$ cat src/hdl/gppc_fifo.sv
// Two-entry queue with push/full and pop/empty sides.
// Generic payload width; no package dependency.
`timescale 1ns / 1ps

module gppc_fifo #(
    parameter int WIDTH = 8
) (
    input  logic             clk,
    input  logic             rst_n,
    input  logic             push,
    input  logic [WIDTH-1:0] din,
    input  logic             pop,
    output logic [WIDTH-1:0] dout,
    output logic             full,
    output logic             empty
);

    logic [WIDTH-1:0] mem_reg [0:1];
    logic             wr_ptr_reg;
    logic             wr_ptr_next;
    logic             rd_ptr_reg;
    logic             rd_ptr_next;
    logic [1:0]       count_reg;
    logic [1:0]       count_next;
    logic             do_push;
    logic             do_pop;

    assign full    = (count_reg == 2'd2);
    assign empty   = (count_reg == 2'd0);
    assign do_push = push && !full;
    assign do_pop  = pop && !empty;
    assign dout    = mem_reg[rd_ptr_reg];

    always_comb
    begin
        wr_ptr_next = wr_ptr_reg ^ do_push;
        rd_ptr_next = rd_ptr_reg ^ do_pop;
        count_next  = count_reg + {1'b0, do_push} - {1'b0, do_pop};
    end

    always_ff @(posedge clk or negedge rst_n)
    begin
        if (!rst_n)
        begin
            wr_ptr_reg <= 1'b0;
            rd_ptr_reg <= 1'b0;
            count_reg  <= 2'd0;
        end
        else
        begin
            wr_ptr_reg <= wr_ptr_next;
            rd_ptr_reg <= rd_ptr_next;
            count_reg  <= count_next;
        end
    end

    always_ff @(posedge clk)
    begin
        if (do_push)
        begin
            mem_reg[wr_ptr_reg] <= din;
        end
    end

endmodule

$ cat config.mk
export PLATFORM = sky130hd
export DESIGN_NAME = gppc_fifo
export DESIGN_NICKNAME = d
export VERILOG_FILES = /design/src/hdl/gppc_fifo.sv
export SDC_FILE = /design/constraint.sdc
export NUM_CORES = 1
export LEC_CHECK = 0
export ABC_AREA = 1
export BUFFER_PORTS_ARGS = -buffer_cell sky130_fd_sc_hd__buf_2
export CAP_MARGIN = 10
export CELL_PAD_IN_SITES_DETAIL_PLACEMENT = 0
export CELL_PAD_IN_SITES_GLOBAL_PLACEMENT = 1
export CORE_UTILIZATION = 38
export CTS_CLUSTER_DIAMETER = 30
export DETAILED_ROUTE_END_ITERATION = 12
export GPL_ROUTABILITY_DRIVEN = 0
export HOLD_SLACK_MARGIN = 0.05
export PLACE_DENSITY_LB_ADDON = 0.2
export SLEW_MARGIN = 20
export SYNTH_ARGS = -nofsm -noshare
export SYNTH_HDL_FRONTEND = slang
export SYNTH_SLANG_ARGS = --single-unit
$ cat constraint.sdc
create_clock -name clk -period 1.7 [get_ports clk]
set_input_delay 0.17 -clock clk [delete_from_list [all_inputs] [get_ports clk]]
set_output_delay 0.17 -clock clk [all_outputs]
set_load 0.02 [all_outputs]
# After elaboration in Yosys (flattened, before gate mapping)
# Memory sizes are Yosys's and may differ from the RTL's.
# Cells that the tools add are included.
[word_totals]
register_bits = 4
ramBits = 16
input_bits = 12
output_inout_bits = 10
wordCells = 16
mem_count = 1
[op_classes]
addsub = 2
eq_ne = 1
mux = 2
bitwise = 2
n_reduce_logical = 5
[mem_list]
columns = ["name", "words", "word_bits", "rd", "rd_ports_with_merged_regs", "wr", "line", "text"]
rows = [
  ["mem_reg", 2, 8, 1, 0, 1, "18", "logic [WIDTH-1:0] mem_reg [0:1];"],
]
[op_table]
columns = ["op", "n"]
rows = [
  ["adder 2 x 1 -> 2 bit", 1],
  ["equality test 2 bit, second input constant", 1],
  ["logical AND 1 bit", 2],
  ["zero test 1 bit", 2],
  ["zero test 2 bit", 1],
  ["2-to-1 mux 1 bit", 2],
  ["subtractor 2 x 1 -> 2 bit", 1],
  ["XOR 1 bit", 2],
]

# Logic depth before layout (Yosys ltp)
# Gate-level depths: netlist (run 1).
[logic_depth]
depth_word = 5
ltp_mapped = 10
ltp_nobuf = 10

# Worst setup path before layout (run 1)
# OpenSTA, ideal clock, no wires.
[synth_timing]
path_kind = "register -> register"
start = "reg count_reg[0]"
end = "reg count_reg[1]"
setup_time_ns = 0.116
arrival_time_ns = 1.191
t_required_ns = 1.584
setup_slack_ns = 0.392
path_stages_with_launch = 11
n_path_buf = 0
period_less_slack_ns = 1.308
cell_sequence = "dfrtp_1 inv_2 nand2_2 nand2_2 inv_1 ha_1 inv_1 ha_1 inv_1 nand2_1 nand2_1"
[synth_between]
elab_chain_len = 5
elab_cells_between_ends = 8
classes_between = "add/sub: 2; eq/ne: 1; reduce/logical: 5"
[synth_rtl]
columns = ["item", "line", "text"]
rows = [
  ["start: declaration", "23", "logic [1:0] count_reg;"],
  ["start signal: assignment", "53", "count_reg <= count_next;"],
  ["equality test 2 bit", "28", "assign full = (count_reg == 2'd2);"],
  ["zero test 1 bit", "30", "assign do_push = push && !full;"],
  ["logical AND 1 bit", "30", ""],
  ["adder 2 x 1 -> 2 bit", "38", "count_next = count_reg + {1'b0, do_push} - {1'b0, do_pop};"],
  ["subtractor 2 x 1 -> 2 bit (*)", "38", ""],
  ["named net count_next[1]", "24", "logic [1:0] count_next;"],
]
# Mark *: on every way through the listed nets, which the timed path passes. The rest lies on a longest branch.

# Worst setup path after layout (run 1)
[layout_timing]
start = "reg rd_ptr_reg"
end = "out dout[5]"
[layout_between]
elab_chain_len = 1
[layout_rtl]
columns = ["item", "line", "text"]
rows = [
  ["start: declaration", "21", "logic rd_ptr_reg;"],
  ["start signal: assignment", "52", "rd_ptr_reg <= rd_ptr_next;"],
  ["memory read (2 x 8 bit)", "-", ""],
  ["end: declaration", "13", "output logic [WIDTH-1:0] dout,"],
]
# Every way passes these cells.

==> key figures, run 1 <==
Outcome
  – Status: complete, no violations

Clocking
  – CTS clk-pin slew, worst paths: 0.11 ns
  – # hold bufs at CTS: 2
  – TritonCTS Buffers: 3
  – Max clock buf depth: 2
  – Post-CTS setup buffers: 0
  – Clk_lat worst skew: 0.29 ns
  – CTS H-Tree Depth: 1
  – Root Buffer: clkbuf_4
  – Clock sink total: 20
  – Post-CTS sizing: 0
  – CTS tree: yes

Logic synthesis
  – Post-synthesis cell count: 73
  – Area of the mapped netlist: 840 um^2
  – Mapped Nets: 89
  – Cell variety after synth: 12
  – Avg Cell Area, Syn: 11.5 um^2
  – Yosys warns: 0
  – Post-synthesis sequential area ratio: 69.2%
  – Seq cells post-synth: 20

Die
  – Site Rows: 16
  – Boundary pin count: 22
  – Die H: 49.0 um
  – Die Wd: 49.0 um
  – Starting Density: 41.5%
  – DIE AREA: 2400 um^2
  – Core Region: 2020 um^2

Pwr
  – Internal power: 1.16 mW
  – Pwr dens: 1710 nW/um^2
  – Overall power: 1.85 mW
  – Clock power frac: 20.4%
  – Net Switching: 691 uW
  – P_leak: 0.526 nW
  – Sequential share of power: 41.9%
  – Max IR drop VDD: 798 uV
  – Logic gate share of total power: 37.7%
  – Sw frac: 37.3%

Routing
  – Drt drc: 0
  – DR WL/cell: 9.69 um
  – Vias: 564
  – Drt via density: 4.34
  – DR pass1 iterations: 4
  – Final wirelength: 1260 um
  – Final ANT Viol Nets: 0
  – 1st-iter DRT viols: 13

STA
  – RSZ-0062 raised after global routing: no
  – Slew margin rel.: 71.0%
  – F_max: 685 MHz
  – Final setup TNS: 0 ns
  – Worst-Margin Slew: 0.435 ns
  – Final setup fails: 0
  – Max Clock Skew: 0.00311 ns
  – Slew Limit Fails: 0
  – Period utilization: 85.9%
  – Hold_ws: 0.0607 ns
  – Setup ws final: 0.240 ns
  – Final-report hold violation count: 0
  – Tmin final: 1.46 ns

Global routing
  – Initial antenna violation count: 0
  – First-pass GRT wire length: 1990 um
  – Largest net degree at the start of global routing: 13
  – Gr usage total: 11.3%
  – Grt total ovfl: 0
  – Vias in the first global route: 489

Layout
  – Area growth, synth to finish: 28.6%
  – Multi-input logic area: 201 um^2
  – Final nets: 120
  – Ant. Diodes: 0
  – Fill cell count: 179
  – Register area: 581 um^2
  – Most common cell after layout, fill and taps aside: nand2_1
  – Commonest cells after routing, fill and taps aside: nand2_1 (31), buf_2 (21), edfxtp_1 (16)
  – Post-layout util: 53.4%
  – Max FFs per register: 16
  – Layout cells sized above 1: 31.1%

Setup path
  – WP data required: 1.53 ns
  – Worst r2r src: count_reg[1]
  – Worst reg2reg endpoint: count_reg[1]
  – CP Capture Type: primary output
  – CP max FO: 10
  – Crit path capture: dout[5]
  – Crit Path Class: reg -> out
  – Flop2flop setup slack: 0.28 ns
  – Worst setup SP type: register
  – Setup crit start: rd_ptr_reg
  – Crit path DAT: 1.29 ns
  – FF-to-FF path depth: 10

Worst hold path
  – Worst hold path class: in -> reg

Job
  – # Max-Cap Violations: 0

Placed design
  – IO Port Bufs: 21
  – Post-Place Worst Slack: 0.294 ns
  – DP HPWL: 874 um
-- power groups by stage --
stage,sequential (mW),combinational [mW],clock [mW]
global placement,0.784,0.689,0
global route,0.796,0.787,0.402
finish,0.775,0.697,0.378
CTS,0.775,0.701,0.389
detailed placement,0.787,0.696,0
floorplan,0.738,0.553,0
-- final cells by class --
class,count,area share (%)
sequential,20,53.8
timing repair buffer,27,15.3
tap,27,3.13
inverter,11,4.29
clock buffer,3,2.09
clock inverter,1,2.78
multi-input combinational,41,18.7
-- worst min path at each step --
stage / to / startpoint / cells after the start
finish: mem_reg[1][3] / din[3] / 1
global route: mem_reg[1][5] / din[5] / 1
CTS: mem_reg[1][0] / din[0] / 1
global placement: count_reg[1] / rst_n / 1
detailed placement: count_reg[1] / rst_n / 1
floorplan: count_reg[0] / rst_n / 0
-- critical path, cell delays in order, from the launching register on --
cell and delay [ns]:
dfrtp_1 0.62, inv_6 0.09, nand2_1 0.07, nand2_1 0.05, buf_2 0.15
-- Yosys cell counts, drive strengths merged --
cell | count | area share, %
dfrtp | 4 | 12
o21ai | 1 | 1.0
nor2 | 1 | 0.45
nand2 | 33 | 15
inv | 11 | 5.5
buf | 1 | 1.3
edfxtp | 16 | 57
ha | 4 | 6.0
nand3 | 2 | 1.2
-- stage by stage --
| step | instance area, um^2 | std cells |
|---|---|---|
| after floorplan | 840 | 73 |
| after global placement | 967 | 120 |
| after detailed placement | 967 | 120 |
| after CTS | 1040 | 126 |
| after global routing | 1080 | 130 |
| final | 1080 | 130 |
-- routing by layer --
layer  global-route usage [%]  part of all wire (%)  vias to the layer above
met4                     5.88                   1.3                        0
met5                        0                     0                        -
li1                         -                     -                      292
met2                     19.0                    49                       29
met3                     1.87                   7.1                        4
met1                     13.8                    42                      239
-- cells by family (layout without fill, tap and decap cells) --
group                    Yosys count  count (layout)  synth area share [%]
AO/OA/AOI/OAI                      1               1                  1.04
adder cells (fa/ha/maj)            4               4                  5.96
buffers and inverters             12              42                  6.86
flip-flops                        20              20                  69.2
AND/OR/NAND/NOR                   36              36                  17.0
No activity file was read; power rests on OpenSTA's default activity.
==> inputs of run 2 (changes only) <==
--- a/config.mk
+++ b/config.mk
@@ -6,13 +6,13 @@
 export NUM_CORES = 1
 export LEC_CHECK = 0
 export ABC_AREA = 1
-export BUFFER_PORTS_ARGS = -buffer_cell sky130_fd_sc_hd__buf_2
 export CAP_MARGIN = 10
 export CELL_PAD_IN_SITES_DETAIL_PLACEMENT = 0
 export CELL_PAD_IN_SITES_GLOBAL_PLACEMENT = 1
-export CORE_UTILIZATION = 38
+export CORE_UTILIZATION = 43
 export CTS_CLUSTER_DIAMETER = 30
 export DETAILED_ROUTE_END_ITERATION = 12
+export DONT_BUFFER_PORTS = 1
 export GPL_ROUTABILITY_DRIVEN = 0
 export HOLD_SLACK_MARGIN = 0.05
 export PLACE_DENSITY_LB_ADDON = 0.2
==> key figures, run 2 (synthesized netlist as in run 1, its figures left out) <==
Outcome
  – Status: complete, no violations

STA
  – RSZ-0062 raised after global routing: no
  – Final-report hold violation count: 0
  – Worst-Margin Slew: 0.452 ns
  – Setup ws final: 0.274 ns
  – Slew Limit Fails: 0
  – Slew margin rel.: 69.9%
  – Max Clock Skew: 0.0117 ns
  – Tmin final: 1.43 ns
  – Final setup TNS: 0 ns
  – F_max: 701 MHz
  – Period utilization: 83.9%
  – Final setup fails: 0

Global routing
  – Gr usage total: 13.5%
  – Initial antenna violation count: 0
  – Vias in the first global route: 446
  – First-pass GRT wire length: 1870 um
  – Largest net degree at the start of global routing: 13
  – Grt total ovfl: 0

Layout
  – Ant. Diodes: 0
  – Area growth, synth to finish: 20.6%
  – Layout cells sized above 1: 12.8%
  – Fill cell count: 157
  – Commonest cells after routing, fill and taps aside: nand2_1 (31), edfxtp_1 (16), dlygate4sd3_1 (10)
  – Final instance area: 1010 um^2
  – Most common cell after layout, fill and taps aside: nand2_1
  – Max FFs per register: 16
  – Fin cells: 111
  – Post-layout util: 56.8%
  – Final nets: 103

Placed design
  – Post-Place Worst Slack: 0.288 ns
  – IO Port Bufs: 0
  – DP HPWL: 824 um
  – Cell Count Post-Placement: 97
  – Post-Place Cell Area: 860 um^2

Setup path
  – Worst setup SP type: register
  – CP max FO: 4
  – CP Capture Type: register
  – FF-to-FF path depth: 10
  – Worst r2r src: count_reg[0]
  – Setup crit start: count_reg[0]
  – Crit Path Class: reg -> reg
  – WP data required: 1.89 ns
  – Crit path DAT: 1.61 ns

Clocking
  – CTS tree: yes
  – TritonCTS Buffers: 3
  – Max clock buf depth: 2
  – Root Buffer: clkbuf_4
  – Clk_lat worst skew: 0.30 ns
  – Clock sink total: 20
  – CTS H-Tree Depth: 1
  – CTS clk-pin slew, worst paths: 0.10 ns
  – Post-CTS setup buffers: 0

Die
  – Die H: 46.2 um
  – Boundary pin count: 22
  – Core Region: 1780 um^2
  – Die Wd: 46.2 um
  – Site Rows: 15
  – DIE AREA: 2130 um^2
  – Starting Density: 47.1%

Worst hold path
  – Worst hold path class: in -> async

Routing
  – Final ANT Viol Nets: 0
  – DR pass1 iterations: 2
  – Drt drc: 0
  – 1st-iter DRT viols: 8
  – Final wirelength: 1230 um
  – DR WL/cell: 11.1 um
  – Drt via density: 4.51
  – Vias: 501

Job
  – # Max-Cap Violations: 0

Pwr
  – Max IR drop VDD: 1160 uV
  – P_leak: 0.457 nW
  – Pwr dens: 1720 nW/um^2
==> run 2: changes by cell type in the layout (fill, tap and decap cells not counted), sizes merged <==
cell,before,now
buf,21,0
dlygate4sd3,6,10
==> run 2: layer usage <==
metal  track usage, %  up-vias  share of wire [%]
li1                 -      256                  -
met4             10.6        0               0.73
met1             15.2      231                 45
met2             21.7       12                 50
met5                0        -                  0
met3             3.53        2                3.7
==> run 2: final timing paths <==
check                                to  slack (ns)
min in group clk             wr_ptr_reg        0.15
max reg2reg                count_reg[1]        0.27
max                        count_reg[1]        0.27
min reg2reg                count_reg[1]        0.61
max in group asynchronous  count_reg[1]        1.39
min                        count_reg[0]        0.14
==> run 2: timing repair <==
item | in CTS | in global routing
endpoints found under the hold margin | 21 | 0
hold buffers | 10 | 0
gates resized for setup | 0 | 0
==> run 2: stage by stage <==
step / hold WS (ns) / total power, mW
floorplan: -0.126 / 1.29
global placement: -0.126 / 1.36
detailed placement: -0.126 / 1.38
CTS: 0.133 / 1.77
global route: 0.140 / 1.87
finish: 0.144 / 1.74
==> run 2: area by class of cell <==
| class | instances | area, um^2 | area share, % |
|---|---|---|---|
| clock buffer | 3 | 22.5 | 2.22 |
| clock inverter | 1 | 30.0 | 2.97 |
| inverter | 11 | 46.3 | 4.57 |
| multi-input combinational | 41 | 201 | 19.9 |
| sequential | 20 | 581 | 57.4 |
| tap | 25 | 31.3 | 3.09 |
| timing repair buffer | 10 | 100 | 9.89 |
==> run 2: critical path, cell delays in order (launching register included) <==
cell and delay [ns]:
dfrtp_1 0.44, inv_2 0.07, nand2_2 0.07, nand2_2 0.07, inv_1 0.04, ha_1 0.28
inv_1 0.06, ha_1 0.16, inv_1 0.04, nand2_1 0.05, nand2_1 0.05
==> run 2: report_power, final <==
| group | switching, mW | leakage [nW] | total [mW] | internal (mW) |
|---|---|---|---|---|
| registers | 0.0944 | 0.196 | 0.777 | 0.682 |
| clock network | 0.137 | 0.0279 | 0.376 | 0.238 |
| logic | 0.435 | 0.232 | 0.592 | 0.157 |
| total | 0.667 | 0.457 | 1.74 | 1.08 |
==> inputs of run 3 (changes only) <==
==> constraint.sdc (replaced) <==
create_clock -name clk -period 1.43 [get_ports clk]
set_input_delay 0.143 -clock clk [delete_from_list [all_inputs] [get_ports clk]]
set_output_delay 0.143 -clock clk [all_outputs]
set_load 0.02 [all_outputs]
==> key figures, run 3 (synthesized netlist as in run 1, its figures left out) <==
Outcome
  – Status: complete, no violations

STA
  – F_max: 732 MHz
  – Tmin final: 1.37 ns
  – Hold_ws: 0.102 ns
  – Slew Limit Fails: 0
  – Max Clock Skew: 0.00989 ns
  – RSZ-0062 raised after global routing: yes
  – Slew margin rel.: 73.8%
  – Final setup fails: 0
  – Worst-Margin Slew: 0.393 ns
  – Period utilization: 95.6%
  – Final setup TNS: 0 ns
  – Final-report hold violation count: 0

Clocking
  – CTS tree: yes
  – TritonCTS Buffers: 3
  – Root Buffer: clkbuf_4
  – CTS clk-pin slew, worst paths: 0.12 ns
  – Max clock buf depth: 2
  – CTS H-Tree Depth: 1
  – Clk_lat worst skew: 0.30 ns
  – Clock sink total: 20

Global routing
  – Initial antenna violation count: 0
  – Gr usage total: 13.4%
  – Grt total ovfl: 0
  – Vias in the first global route: 456
  – First-pass GRT wire length: 1850 um
  – Largest net degree at the start of global routing: 13

Placed design
  – Cell Count Post-Placement: 97
  – DP HPWL: 808 um
  – IO Port Bufs: 0

Worst hold path
  – Worst hold path class: in -> async

Routing
  – DR pass1 iterations: 4
  – DR WL/cell: 11.5 um
  – Final ANT Viol Nets: 0
  – Vias: 508
  – Drt drc: 0
  – Final wirelength: 1290 um
  – Drt via density: 4.54
  – 1st-iter DRT viols: 7

Pwr
  – Max IR drop VDD: 983 uV
  – P_leak: 0.454 nW
  – Overall power: 2.15 mW
  – Pwr dens: 2070 nW/um^2

Layout
  – Register area: 582 um^2
  – Multi-input logic area: 219 um^2
  – Ant. Diodes: 0
  – Commonest cells after routing, fill and taps aside: nand2_1 (31), edfxtp_1 (16), dlygate4sd3_1 (10)
  – Max FFs per register: 16
  – Area growth, synth to finish: 23.7%
  – Most common cell after layout, fill and taps aside: nand2_1
  – Final nets: 104
  – Fin cells: 112
  – Fill cell count: 157
  – Layout cells sized above 1: 20.7%

Setup path
  – Worst setup SP type: register
  – CP max FO: 8
  – Crit path DAT: 1.34 ns
  – CP Capture Type: register
  – WP data required: 1.40 ns
  – Crit Path Class: reg -> reg

Die
  – Die Wd: 46.2 um
  – DIE AREA: 2130 um^2
  – Die H: 46.2 um
  – Boundary pin count: 22
  – Core Region: 1780 um^2
  – Starting Density: 47.1%
  – Site Rows: 15

Job
  – # Max-Cap Violations: 0
## run 3: metal layers
layer | track usage, % | share of wire, %
met3 | 2.35 | 3.7
met1 | 15.1 | 44
met5 | 0 | 0
met2 | 22.8 | 50
met4 | 8.82 | 1.5
## run 3: power by group
group / total (mW) / switching (mW) / internal [mW] / leakage, nW
Sequential: 0.927 / 0.114 / 0.814 / 0.195
Clock: 0.461 / 0.178 / 0.283 / 0.0279
Combinational: 0.758 / 0.535 / 0.223 / 0.231
Total: 2.15 / 0.827 / 1.32 / 0.454
## run 3: final timing paths
path,startpoint,end,slack [ns],depth (start not counted)
worst max register to register,count_reg[1],mem_reg[0][2],0.06,4
min in group clk,push,wr_ptr_reg,0.13,4
worst min-delay path,rst_n,wr_ptr_reg,0.10,1
worst max-delay path,count_reg[1],mem_reg[0][2],0.06,4
max in group asynchronous,rst_n,rd_ptr_reg,1.12,1
worst min register to register,count_reg[1],count_reg[1],0.60,3
## run 3: area by class of cell
| cell class | instances | share of cell area (%) |
|---|---|---|
| tap | 25 | 3.01 |
| sequential | 20 | 56.0 |
| timing repair buffer | 11 | 10.4 |
| multi-input combinational | 41 | 21.1 |
| clock buffer | 3 | 2.17 |
| clock inverter | 1 | 2.89 |
| inverter | 11 | 4.46 |
## run 3: through the flow
| step | util (%) | cell area [um^2] | setup WS, ns |
|---|---|---|---|
| 6_report | 58.2 | 1040 | 0.0631 |
| 3_5_place_dp | 48.2 | 860 | 0.0397 |
| 4_1_cts | 56.8 | 1010 | 0.0125 |
| 5_1_grt | 58.2 | 1040 | -0.0269 |
| 3_3_place_gp | 48.2 | 860 | 0.0259 |
| 2_1_floorplan | - | 840 | 0.122 |
## run 3: timing repair
| item | in CTS | in global routing |
|---|---|---|
| resized for setup | 0 | 6 |
| hold buffers | 10 | 0 |
| endpoints found under the setup margin | 0 | 10 |
| endpoints found under the hold margin | 21 | 0 |
| setup buffers | 0 | 1 |
## run 3: worst max-delay path, stage by stage (launching register included)
cell and delay [ns]:
dfrtp_1 0.40, inv_2 0.09, o21ai_2 0.09, inv_2 0.07
ha_1 0.38
