<file path="config.mk">
export PLATFORM = sky130hd
export DESIGN_NAME = gppc_front
export DESIGN_NICKNAME = d
export VERILOG_FILES = /design/src/hdl/gppc_pkg.sv /design/src/hdl/gppc_front.sv
export SDC_FILE = /design/constraint.sdc
export NUM_CORES = 1
export LEC_CHECK = 0
export BUFFER_PORTS_ARGS = -buffer_cell sky130_fd_sc_hd__buf_2
export CORE_ASPECT_RATIO = 1.75
export CORE_MARGIN = 2
export CORE_UTILIZATION = 52
export CTS_CLUSTER_DIAMETER = 30
export DETAILED_ROUTE_END_ITERATION = 6
export GPL_ROUTABILITY_DRIVEN = 1
export PLACE_DENSITY = 0.87
export SLEW_MARGIN = 20
export SYNTH_ARGS = -nofsm -noshare
export SYNTH_HDL_FRONTEND = slang
export SYNTH_SLANG_ARGS = --single-unit
</file>
<file path="constraint.sdc">
create_clock -name clk -period 5.8 [get_ports clk]
set_input_delay 1.16 -clock clk [delete_from_list [all_inputs] [get_ports clk]]
set_output_delay 1.16 -clock clk [all_outputs]
set_load 0.02 [all_outputs]
</file>
<file path="src/hdl/gppc_pkg.sv">
// Shared types and constants for the gas concentration converter.
// Used by the front end, back end, top level and checker; depends on nothing.
`timescale 1ns / 1ps

package gppc_pkg;

    localparam int ADC_WIDTH_DEF = 12;
    localparam int FRAC_BITS_DEF = 16;

    // Register indexes on the configuration port (byte address 4 * index).
    localparam logic [1:0] REG_REFERENCE  = 2'd0;
    localparam logic [1:0] REG_CAL_VALID  = 2'd1;
    localparam logic [1:0] REG_FULL_SCALE = 2'd2;

    localparam logic [15:0] PPM_MAX  = 16'hFFFF;
    localparam logic [31:0] LN2_Q32  = 32'd2977044472;
    localparam logic [29:0] COEF_Q32 = 30'd550614807;
    localparam int          TAYLOR_TERMS = 16;

    // One classified sample: the four log2 operands and the bypass flags.
    typedef struct packed {
        logic [15:0] a;
        logic [15:0] b;
        logic [15:0] c;
        logic [15:0] d;
        logic        bypass;
        logic        fault;
    } item_t;

    typedef struct packed {
        logic bypass;
        logic fault;
    } ctl_t;

    // Working set of the exp2 series.
    typedef struct packed {
        logic        neg;
        logic        big;
        logic [4:0]  sh;
        logic [31:0] x;
        logic [31:0] term;
        logic [33:0] sum;
    } tl_t;

    typedef struct packed {
        logic [15:0] ppm;
        logic        fault;
    } out_t;

endpackage

</file>
<file path="src/hdl/gppc_front.sv">
// Front end: configuration registers, APB-style port and sample classification.
// Depends on gppc_pkg.
`timescale 1ns / 1ps

module gppc_front #(
    parameter int ADC_WIDTH = gppc_pkg::ADC_WIDTH_DEF
) (
    input  logic                clk,
    input  logic                rst_n,
    input  logic                psel,
    input  logic                penable,
    input  logic                pwrite,
    input  logic [3:0]          paddr,
    input  logic [31:0]         pwdata,
    output logic [31:0]         prdata,
    output logic                pready,
    input  logic                push,
    output logic                full,
    input  logic [11:0]         measurement,
    input  logic                q_full,
    output logic                q_push,
    output gppc_pkg::item_t     q_item
);
    import gppc_pkg::*;

    localparam int          MASK_BITS = (ADC_WIDTH < 12) ? ADC_WIDTH : 12;
    localparam logic [11:0] ADC_MASK  = 12'((13'd1 << MASK_BITS) - 13'd1);
    localparam logic [15:0] FS_RESET  = 16'(17'd1 << ADC_WIDTH);

    logic [11:0] ref_reg;
    logic [11:0] ref_next;
    logic        cal_reg;
    logic        cal_next;
    logic [15:0] fs_reg;
    logic [15:0] fs_next;
    logic        wr;
    logic [15:0] m16;
    logic [15:0] r16;
    logic        flt;
    logic        byp;

    assign pready = 1'b1;
    assign wr     = psel && penable && pwrite && pready;

    always_comb
    begin
        ref_next = ref_reg;
        cal_next = cal_reg;
        fs_next  = fs_reg;
        if (wr)
        begin
            case (paddr[3:2])
                REG_REFERENCE:  ref_next = pwdata[11:0];
                REG_CAL_VALID:  cal_next = pwdata[0];
                REG_FULL_SCALE: fs_next  = pwdata[15:0];
                default:        ;
            endcase
        end
    end

    always_ff @(posedge clk or negedge rst_n)
    begin
        if (!rst_n)
        begin
            ref_reg <= 12'd0;
            cal_reg <= 1'b0;
            fs_reg  <= FS_RESET;
        end
        else
        begin
            ref_reg <= ref_next;
            cal_reg <= cal_next;
            fs_reg  <= fs_next;
        end
    end

    always_comb
    begin
        case (paddr[3:2])
            REG_REFERENCE:  prdata = {20'd0, ref_reg};
            REG_CAL_VALID:  prdata = {31'd0, cal_reg};
            REG_FULL_SCALE: prdata = {16'd0, fs_reg};
            default:        prdata = 32'd0;
        endcase
    end

    // A sample that cannot be converted skips the arithmetic; the back end
    // still carries it so results leave in order.
    assign m16 = {4'd0, measurement & ADC_MASK};
    assign r16 = {4'd0, ref_reg & ADC_MASK};
    assign flt = (m16 == 16'd0) || !cal_reg || (r16 >= fs_reg) || (m16 >= fs_reg);
    assign byp = flt || (r16 == 16'd0);

    always_comb
    begin
        q_item.bypass = byp;
        q_item.fault  = flt;
        q_item.a      = byp ? 16'd1 : fs_reg - m16;
        q_item.b      = byp ? 16'd1 : r16;
        q_item.c      = byp ? 16'd1 : m16;
        q_item.d      = byp ? 16'd1 : fs_reg - r16;
    end

    assign full   = q_full;
    assign q_push = push && !q_full;

endmodule

</file>
* After elaboration in Yosys (flattened, before gate mapping)
Cells that the tools add are included.
** Word-level totals
- Register bits :: 29
- ROM bits :: 0
- RAM bits :: 0
- Memories :: 0
- Bits in latches :: 0
** Cells by class
- Shift-type cells :: 0
- Multiply operators :: 0
- Add/sub/neg operators :: 2
- Bitwise logic cells :: 0
- Multiplexer cells :: 5
- Reduce and logical (&&, ||, !) cells :: 15
- Magnitude comparators :: 2
- Divide/modulo/power cells :: 0
- Equality and inequality tests :: 2
** Operators by type and width (count)
- case mux 16 bit (3 select lines) :: 1
- greater-or-equal comparator 12 x 16 -> 1 bit :: 2
- logical NOT 16 bit :: 2
- two-way mux 16 bit :: 2
- subtractor 16 x 12 -> 16 bit :: 2
- two-way mux 12 bit :: 2
- AND reduction 2 bit :: 3
- logical OR 1 bit :: 4
- logical AND 1 bit :: 3
- equality test 2 x 1 -> 1 bit (second input constant) :: 1
- equality test 2 bit (second input constant) :: 1
- logical NOT 1 bit :: 2
- logical NOT 2 bit :: 1

* Depth between registers and ports, before layout
Gate-level depths: netlist of run 1.
- Depth in word-level cells :: 6
- Mapped depth :: 13
- Gate-level depth less buffers :: 11

* Worst setup path after synthesis of run 1
No wires, ideal clock.
- Path type :: input -> output
- Start :: in measurement[8]
- End :: out q_item[57] in the netlist's numbering
- Slack :: 1.305 ns
- Buffers on the path :: 2
- Arrival :: 3.335 ns
- Cell stages on the path :: 11
- Path through :: inv_1 -> ha_1 -> clkbuf_1 -> nand3_1 -> nor2_1 -> a311oi_1 -> a211oi_2 -> a31o_4 -> inv_2 -> buf_6 -> nor3b_1
** RTL lines
- from (decl) :: RTL line gppc_front.sv:19 : input logic [11:0] measurement,
- to (decl) :: RTL line gppc_front.sv:22 : output gppc_pkg::item_t q_item

==> flow_metrics.env, run 1 <==
export IMPL_result_of_the_run="completed"
export IMPL_report_final_setup_viol=0
export IMPL_htree_levels=2
export IMPL_layout_filler_cells=586
export IMPL_largest_register_ff_count=16
export IMPL_post_dp_hpwl_um=7840
export IMPL_number_of_iterations_in_the_first_detailed_routing_pass=4
export IMPL_timing_max_slew_rel_slack_pct=50.0
export IMPL_antenna_violating_nets_post_route=0
export IMPL_numCtsBuffers=5
export IMPL_synth_area_leaders="sky130_fd_sc_hd__dfrtp_1 20%, sky130_fd_sc_hd__ha_1 8.8%, sky130_fd_sc_hd__nor2_1 6.7%, sky130_fd_sc_hd__buf_4 6.1%, sky130_fd_sc_hd__mux2_2 5.9%"
export IMPL_grt_start_max_net_pins=31
export IMPL_period_needed_ns=4.97
export IMPL_floorplan_core_area_um2=6440
export IMPL_required_time_at_the_worst_slack_endpoint_ns=4.64
export IMPL_grt_first_pass_wirelength_um=15800
export IMPL_finish_utilization_pct=62.2
export IMPL_port_buffers=112
export IMPL_place_ws_ns=0.834
export IMPL_synth_adder_area_share_pct=9.94
export IMPL_cap_viol_max_count=0
export IMPL_fp_dieArea_um2=7280
export IMPL_final_layout_size_suffix_gt1_share_pct=26.9
export IMPL_cts_hold_repair_buffers=0
export IMPL_p_per_area_nw_per_um2=421
export IMPL_route_detailed_drc=0
export IMPL_critical_path_endpoint_type="output pin"
export IMPL_ys_warnings_count=0
export IMPL_cts_repair_timing_setup_buffer_count=0
export IMPL_die_width_um=65.3
export IMPL_fmaxAchievable_ghz=0.201
export IMPL_ys_async_sr_fraction_pct=100
export IMPL_post_detailed_route_via_to_cell_ratio=5.63
export IMPL_gpl_final_weighted_congestion=0.949
export IMPL_leading_cell_types_in_the_layout_fill_and_taps_excluded="112 x sky130_fd_sc_hd__buf_2, 61 x sky130_fd_sc_hd__nor2_1, 33 x sky130_fd_sc_hd__inv_1"
export IMPL_synth_seq_cells=29
export IMPL_fin_tns_setup_ns=0
export IMPL_main_combinational_cell_family_by_area_after_synthesis="simple AND/OR/NAND/NOR gates"
export IMPL_tritoncts_clock_tree="yes"
export IMPL_synth_mux_area_share_pct=10.3
export IMPL_cp_max_fo=30
export IMPL_initial_antenna_violation_count=0
export IMPL_timing_clock_skew_ns=0
export IMPL_clock_sinks=29
export IMPL_via_count=3521
export IMPL_die_h_um=111
export IMPL_grt_overflow_total=0
export IMPL_yosys_area_share_simple_pct=21.8
export IMPL_initial_utilization_pct=53.2
export IMPL_synth_top_cell_area_share_pct=20.5
export IMPL_floorplan_rows=39
export IMPL_syn_to_final_growth_pct=17.1
export IMPL_ir_worst_vdd_uv=328
export IMPL_cts_root_buffer_cell="sky130_fd_sc_hd__clkbuf_16"
export IMPL_route_final_wire_length_um=9730
export IMPL_cts_repair_resized=0
export IMPL_track_usage_pct=27.4
export IMPL_timing_critical_path_to="q_item[57]"
export IMPL_cp_arrival_ns=3.81
export IMPL_timing_critical_path_from="measurement[11]"
export IMPL_cts_clk_slew_worst_paths_ns=0.05
export IMPL_multiInputGateArea_um2=2330
export IMPL_power_static_leakage_uw=0.00206
export IMPL_sequential_cell_area_um2=727
export IMPL_clock_insertion_delay_worst_skew_ns=0.27
export IMPL_boundaryPins=156
export IMPL_net_count_of_the_finished_layout=623
export IMPL_timing_worst_setup_path_type="input pin to output pin"
export IMPL_synth_cell_area_um2=3420
export IMPL_final_common_cell="sky130_fd_sc_hd__buf_2"
export IMPL_report_final_slew_viol_count=0
export IMPL_synth_top_area_cell="sky130_fd_sc_hd__dfrtp_1"
export IMPL_postSynthCellCount=449
export IMPL_worst_hold_path_type="register to register"
export IMPL_antenna_cells_inserted=0
export IMPL_final_hold_viol_count=0
export IMPL_worstSetupStartpointType="input pin"
export IMPL_r2r_end="fs_reg[14]"
export IMPL_yosysSeqAreaShare_pct=21.2
export IMPL_r2r_slack_ns=4.84
export IMPL_worst_slew_pin_slew_ns=0.747
export IMPL_dr_first_iter_drc_count=150
export IMPL_synth_flop_cell="sky130_fd_sc_hd__dfrtp_1"
export IMPL_worstRegToRegCells=1
export IMPL_finalCritPeriodShare_pct=85.7
export IMPL_number_of_global_route_vias_before_repair=3354
export IMPL_post_route_worst_setup_slack_ns=0.829
export IMPL_rsz0062_at_grt="false"
export IMPL_synth_compound_area_share_pct=19.5
export IMPL_synthXorXnorAreaFrac_pct=3.32
export IMPL_cts_path_max_buffers=2
export IMPL_reg2reg_from="fs_reg[14]"
export IMPL_netlist_cell_type_count=55
export IMPL_syn_avg_cell_area_um2=7.63
export IMPL_drt_wirelength_per_cell_um=15.6
export IMPL_synth_enable_flop_cells=0
## kinds of logic after synthesis
kind of cell,Yosys count
AO/OA/AOI/OAI,104
XOR/XNOR,13
multiplexers,33
buffers and inverters,85
AND/OR/NAND/NOR,157
adder cells (fa/ha/maj),26
other,2
flip-flops,29
## synthesized netlist by cell type, types with 6 or more instances
| library cell | n |
|---|---|
| sky130_fd_sc_hd__nand3_1 | 11 |
| sky130_fd_sc_hd__buf_4 | 28 |
| sky130_fd_sc_hd__ha_1 | 24 |
| sky130_fd_sc_hd__o21ai_0 | 30 |
| sky130_fd_sc_hd__o21a_1 | 10 |
| sky130_fd_sc_hd__and2_1 | 10 |
| sky130_fd_sc_hd__nand4_1 | 6 |
| sky130_fd_sc_hd__mux2i_1 | 15 |
| sky130_fd_sc_hd__a21oi_1 | 26 |
| sky130_fd_sc_hd__nor4_1 | 7 |
| sky130_fd_sc_hd__nand2_1 | 32 |
| sky130_fd_sc_hd__xnor2_1 | 8 |
| sky130_fd_sc_hd__nor3_1 | 9 |
| sky130_fd_sc_hd__clkbuf_1 | 12 |
| sky130_fd_sc_hd__nor2b_1 | 6 |
| sky130_fd_sc_hd__dfrtp_1 | 28 |
| sky130_fd_sc_hd__nor2_1 | 61 |
| sky130_fd_sc_hd__mux2_2 | 18 |
| sky130_fd_sc_hd__inv_1 | 33 |
## layout make-up
type | instances | share of cell area [%]
Tap cell | 82 | 2.56
Sequential cell | 29 | 18.1
Clock buffer | 8 | 3.40
Timing Repair Buffer | 114 | 14.7
Inverter | 34 | 3.18
Multi-Input combinational cell | 358 | 58.1
## power breakdown
| part | internal (µW) | switching, µW |
|---|---|---|
| combinational | 418 | 709 |
| sequential | 252 | 73.0 |
| clock | 158 | 78.3 |
| total | 829 | 860 |
## per-layer routing
metal | vias up | global-route usage, % | part of all wire, %
li1 | 1708 | - | -
met1 | 1638 | 29.7 | 37
met2 | 149 | 52.0 | 55
met3 | 26 | 1.92 | 5.1
met4 | 0 | 12.6 | 3.5
met5 | - | 0 | 0
## worst max-delay path, stage by stage
cell                       delay (ns)
sky130_fd_sc_hd__buf_2           0.09
sky130_fd_sc_hd__inv_1           0.08
sky130_fd_sc_hd__ha_1            0.48
sky130_fd_sc_hd__nand3_1         0.23
sky130_fd_sc_hd__nor2_1          0.19
sky130_fd_sc_hd__a311oi_1        0.14
sky130_fd_sc_hd__a211oi_2        0.34
sky130_fd_sc_hd__a31o_4          0.28
sky130_fd_sc_hd__inv_2           0.17
sky130_fd_sc_hd__buf_12          0.21
sky130_fd_sc_hd__nor3b_1         0.23
sky130_fd_sc_hd__buf_2           0.20
## how the worst min path moves through the flow
stage | slack (ns) | end | depth (start not counted) | from
6_report | 0.60 | fs_reg[11] | 1 | fs_reg[11]
5_1_grt | 0.63 | cal_reg | 1 | cal_reg
4_1_cts | 0.60 | cal_reg | 1 | cal_reg
3_5_place_dp | 0.59 | cal_reg | 1 | cal_reg
3_3_place_gp | 0.56 | cal_reg | 1 | cal_reg
2_1_floorplan | 0.53 | cal_reg | 1 | cal_reg
## metrics by stage
step           total power (µW)  instance area, µm²  hold WS [ns]  std cells
2_1_floorplan              1160                3510         0.530        472
3_3_place_gp               1410                3870         0.560        617
3_5_place_dp               1440                3870         0.588        617
4_1_cts                    1680                4000         0.596        625
5_1_grt                    1820                4010         0.632        625
6_report                   1690                4010         0.598        625
No activity file was read; power rests on OpenSTA's default activity.
==> inputs of run 2 (changes only) <==
- BUFFER_PORTS_ARGS: -buffer_cell sky130_fd_sc_hd__buf_2 -> -buffer_cell sky130_fd_sc_hd__buf_4
- SKIP_LAST_GASP: default -> 1
==> run 2 against run 1 <==
First-iteration DRC count is 50% higher; final area is 7.0% higher; sequential share of layout area is 1.2 points lower; global-route usage is 0.99 points higher; clock power is 5% higher; sequential power hardly changed; hold slack worse by 0.0089 ns; worst setup slack worse by 0.076 ns; flip-flop and latch count stayed put; power is 6.1% higher; maximum frequency is 1.5% lower; critical path depth stayed put; highest routed layer unchanged.
==> flow_metrics.env, run 2 (synthesized netlist as in run 1, its figures left out) <==
export IMPL_layout_filler_cells=556
export IMPL_die_h_um=111
export IMPL_dr_first_iter_drc_count=225
export IMPL_number_of_global_route_vias_before_repair=3482
export IMPL_tritoncts_clock_tree="yes"
export IMPL_worstSetupStartpointType="input pin"
export IMPL_result_of_the_run="completed"
export IMPL_final_layout_size_suffix_gt1_share_pct=27.3
export IMPL_floorplan_core_area_um2=6440
export IMPL_cap_viol_max_count=0
export IMPL_hold_slack_ns=0.589
export IMPL_cts_root_buffer_cell="sky130_fd_sc_hd__clkbuf_16"
export IMPL_antenna_cells_inserted=0
export IMPL_number_of_iterations_in_the_first_detailed_routing_pass=4
export IMPL_numCtsBuffers=5
export IMPL_leading_cell_types_in_the_layout_fill_and_taps_excluded="115 x sky130_fd_sc_hd__buf_4, 61 x sky130_fd_sc_hd__nor2_1, 33 x sky130_fd_sc_hd__inv_1"
export IMPL_finalCritPeriodShare_pct=87.0
export IMPL_final_hold_viol_count=0
export IMPL_grt_overflow_total=0
export IMPL_report_final_setup_viol=0
export IMPL_period_needed_ns=5.05
export IMPL_grt_start_max_net_pins=30
export IMPL_report_final_slew_viol_count=0
export IMPL_htree_levels=2
export IMPL_final_common_cell="sky130_fd_sc_hd__buf_4"
export IMPL_sequential_cell_area_um2=727
export IMPL_net_count_of_the_finished_layout=624
export IMPL_floorplan_rows=39
export IMPL_clock_sinks=29
export IMPL_track_usage_pct=28.4
export IMPL_cts_repair_timing_setup_buffer_count=0
export IMPL_fp_dieArea_um2=7280
export IMPL_boundaryPins=156
export IMPL_finish_utilization_pct=66.6
export IMPL_via_count=3536
export IMPL_drt_wirelength_per_cell_um=16.4
export IMPL_die_width_um=65.3
export IMPL_cts_path_max_buffers=2
export IMPL_syn_to_final_growth_pct=25.3
export IMPL_post_detailed_route_via_to_cell_ratio=5.66
export IMPL_route_final_wire_length_um=10300
export IMPL_antenna_violating_nets_post_route=0
export IMPL_fin_tns_setup_ns=0
export IMPL_worst_slew_pin_slew_ns=0.724
export IMPL_clock_insertion_delay_worst_skew_ns=0.28
export IMPL_post_dp_hpwl_um=8140
export IMPL_fmaxAchievable_ghz=0.198
export IMPL_cts_clk_slew_worst_paths_ns=0.05
export IMPL_cts_repair_resized=0
export IMPL_port_buffers=112
export IMPL_critical_path_endpoint_type="output pin"
export IMPL_grt_first_pass_wirelength_um=16400
export IMPL_multiInputGateArea_um2=2330
export IMPL_gpl_final_weighted_congestion=0.953
export IMPL_timing_worst_setup_path_type="input pin to output pin"
export IMPL_timing_max_slew_rel_slack_pct=51.6
export IMPL_worst_hold_path_type="register to register"
export IMPL_cts_hold_repair_buffers=0
export IMPL_initial_utilization_pct=53.2
export IMPL_largest_register_ff_count=16
export IMPL_initial_antenna_violation_count=0
export IMPL_timing_clock_skew_ns=0
export IMPL_required_time_at_the_worst_slack_endpoint_ns=4.64
export IMPL_rsz0062_at_grt="false"
export IMPL_power_static_leakage_uw=0.00211
export IMPL_route_detailed_drc=0
export IMPL_p_per_area_nw_per_um2=418
export IMPL_cp_arrival_ns=3.89
export IMPL_cp_max_fo=23
export IMPL_ir_worst_vdd_uv=301
[run 2: cell count changes in the layout (fill, tap and decap cells not counted), sizes merged]
cell	before	now
buf	114	115
clkbuf	8	7
[run 2: final cells by class]
cell class	count	area share [%]
clock buffer	7	3.32
multi-input combinational	358	54.2
tap	82	2.39
inverter	34	2.97
sequential	29	16.9
timing repair buffer	115	20.1
[run 2: worst paths after layout]
check / from / endpoint / slack (ns) / cells after the start
setup / recovery: measurement[11] / q_item[5] / 0.75 / 12
hold / removal: fs_reg[10] / fs_reg[10] / 0.59 / 1
setup reg to reg: fs_reg[14] / fs_reg[14] / 4.84 / 1
hold reg to reg: fs_reg[10] / fs_reg[10] / 0.59 / 1
max in group asynchronous: rst_n / fs_reg[12] / 4.69 / 1
min in group asynchronous: rst_n / fs_reg[1] / 0.79 / 1
[run 2: critical path, cell delays in order]
cell and delay [ns]:
sky130_fd_sc_hd__buf_4 0.08, sky130_fd_sc_hd__inv_1 0.07, sky130_fd_sc_hd__ha_1 0.49, sky130_fd_sc_hd__nand3_1 0.24, sky130_fd_sc_hd__nor2_1 0.20, sky130_fd_sc_hd__a311oi_1 0.16, sky130_fd_sc_hd__a211oi_2 0.35, sky130_fd_sc_hd__a31o_4 0.27
sky130_fd_sc_hd__inv_2 0.20, sky130_fd_sc_hd__buf_4 0.25, sky130_fd_sc_hd__a211oi_1 0.21, sky130_fd_sc_hd__buf_4 0.19
[run 2: routing by layer]
layer / part of all wire [%] / vias to the layer above / global-route usage (%)
met4: 3.2 / 0 / 13.6
met1: 35 / 1662 / 29.0
met2: 56 / 156 / 54.7
met5: 0 / - / 0
li1: - / 1688 / -
met3: 5.7 / 30 / 3.23
[run 2: per-stage QoR]
stage / worst slack (ns) / instances / total power [µW] / area (µm²)
2_1_floorplan: 1.30 / 472 / 1160 / 3510
3_3_place_gp: 0.881 / 618 / 1500 / 4140
3_5_place_dp: 0.797 / 618 / 1530 / 4140
4_1_cts: 0.779 / 625 / 1780 / 4280
5_1_grt: 0.622 / 625 / 1920 / 4290
6_report: 0.753 / 625 / 1790 / 4290
[run 2: power by group]
group          total [µW]  switching (µW)  internal, µW
registers             325            72.7           252
clock network         249            81.7           167
logic                1220             721           498
total                1790             876           917
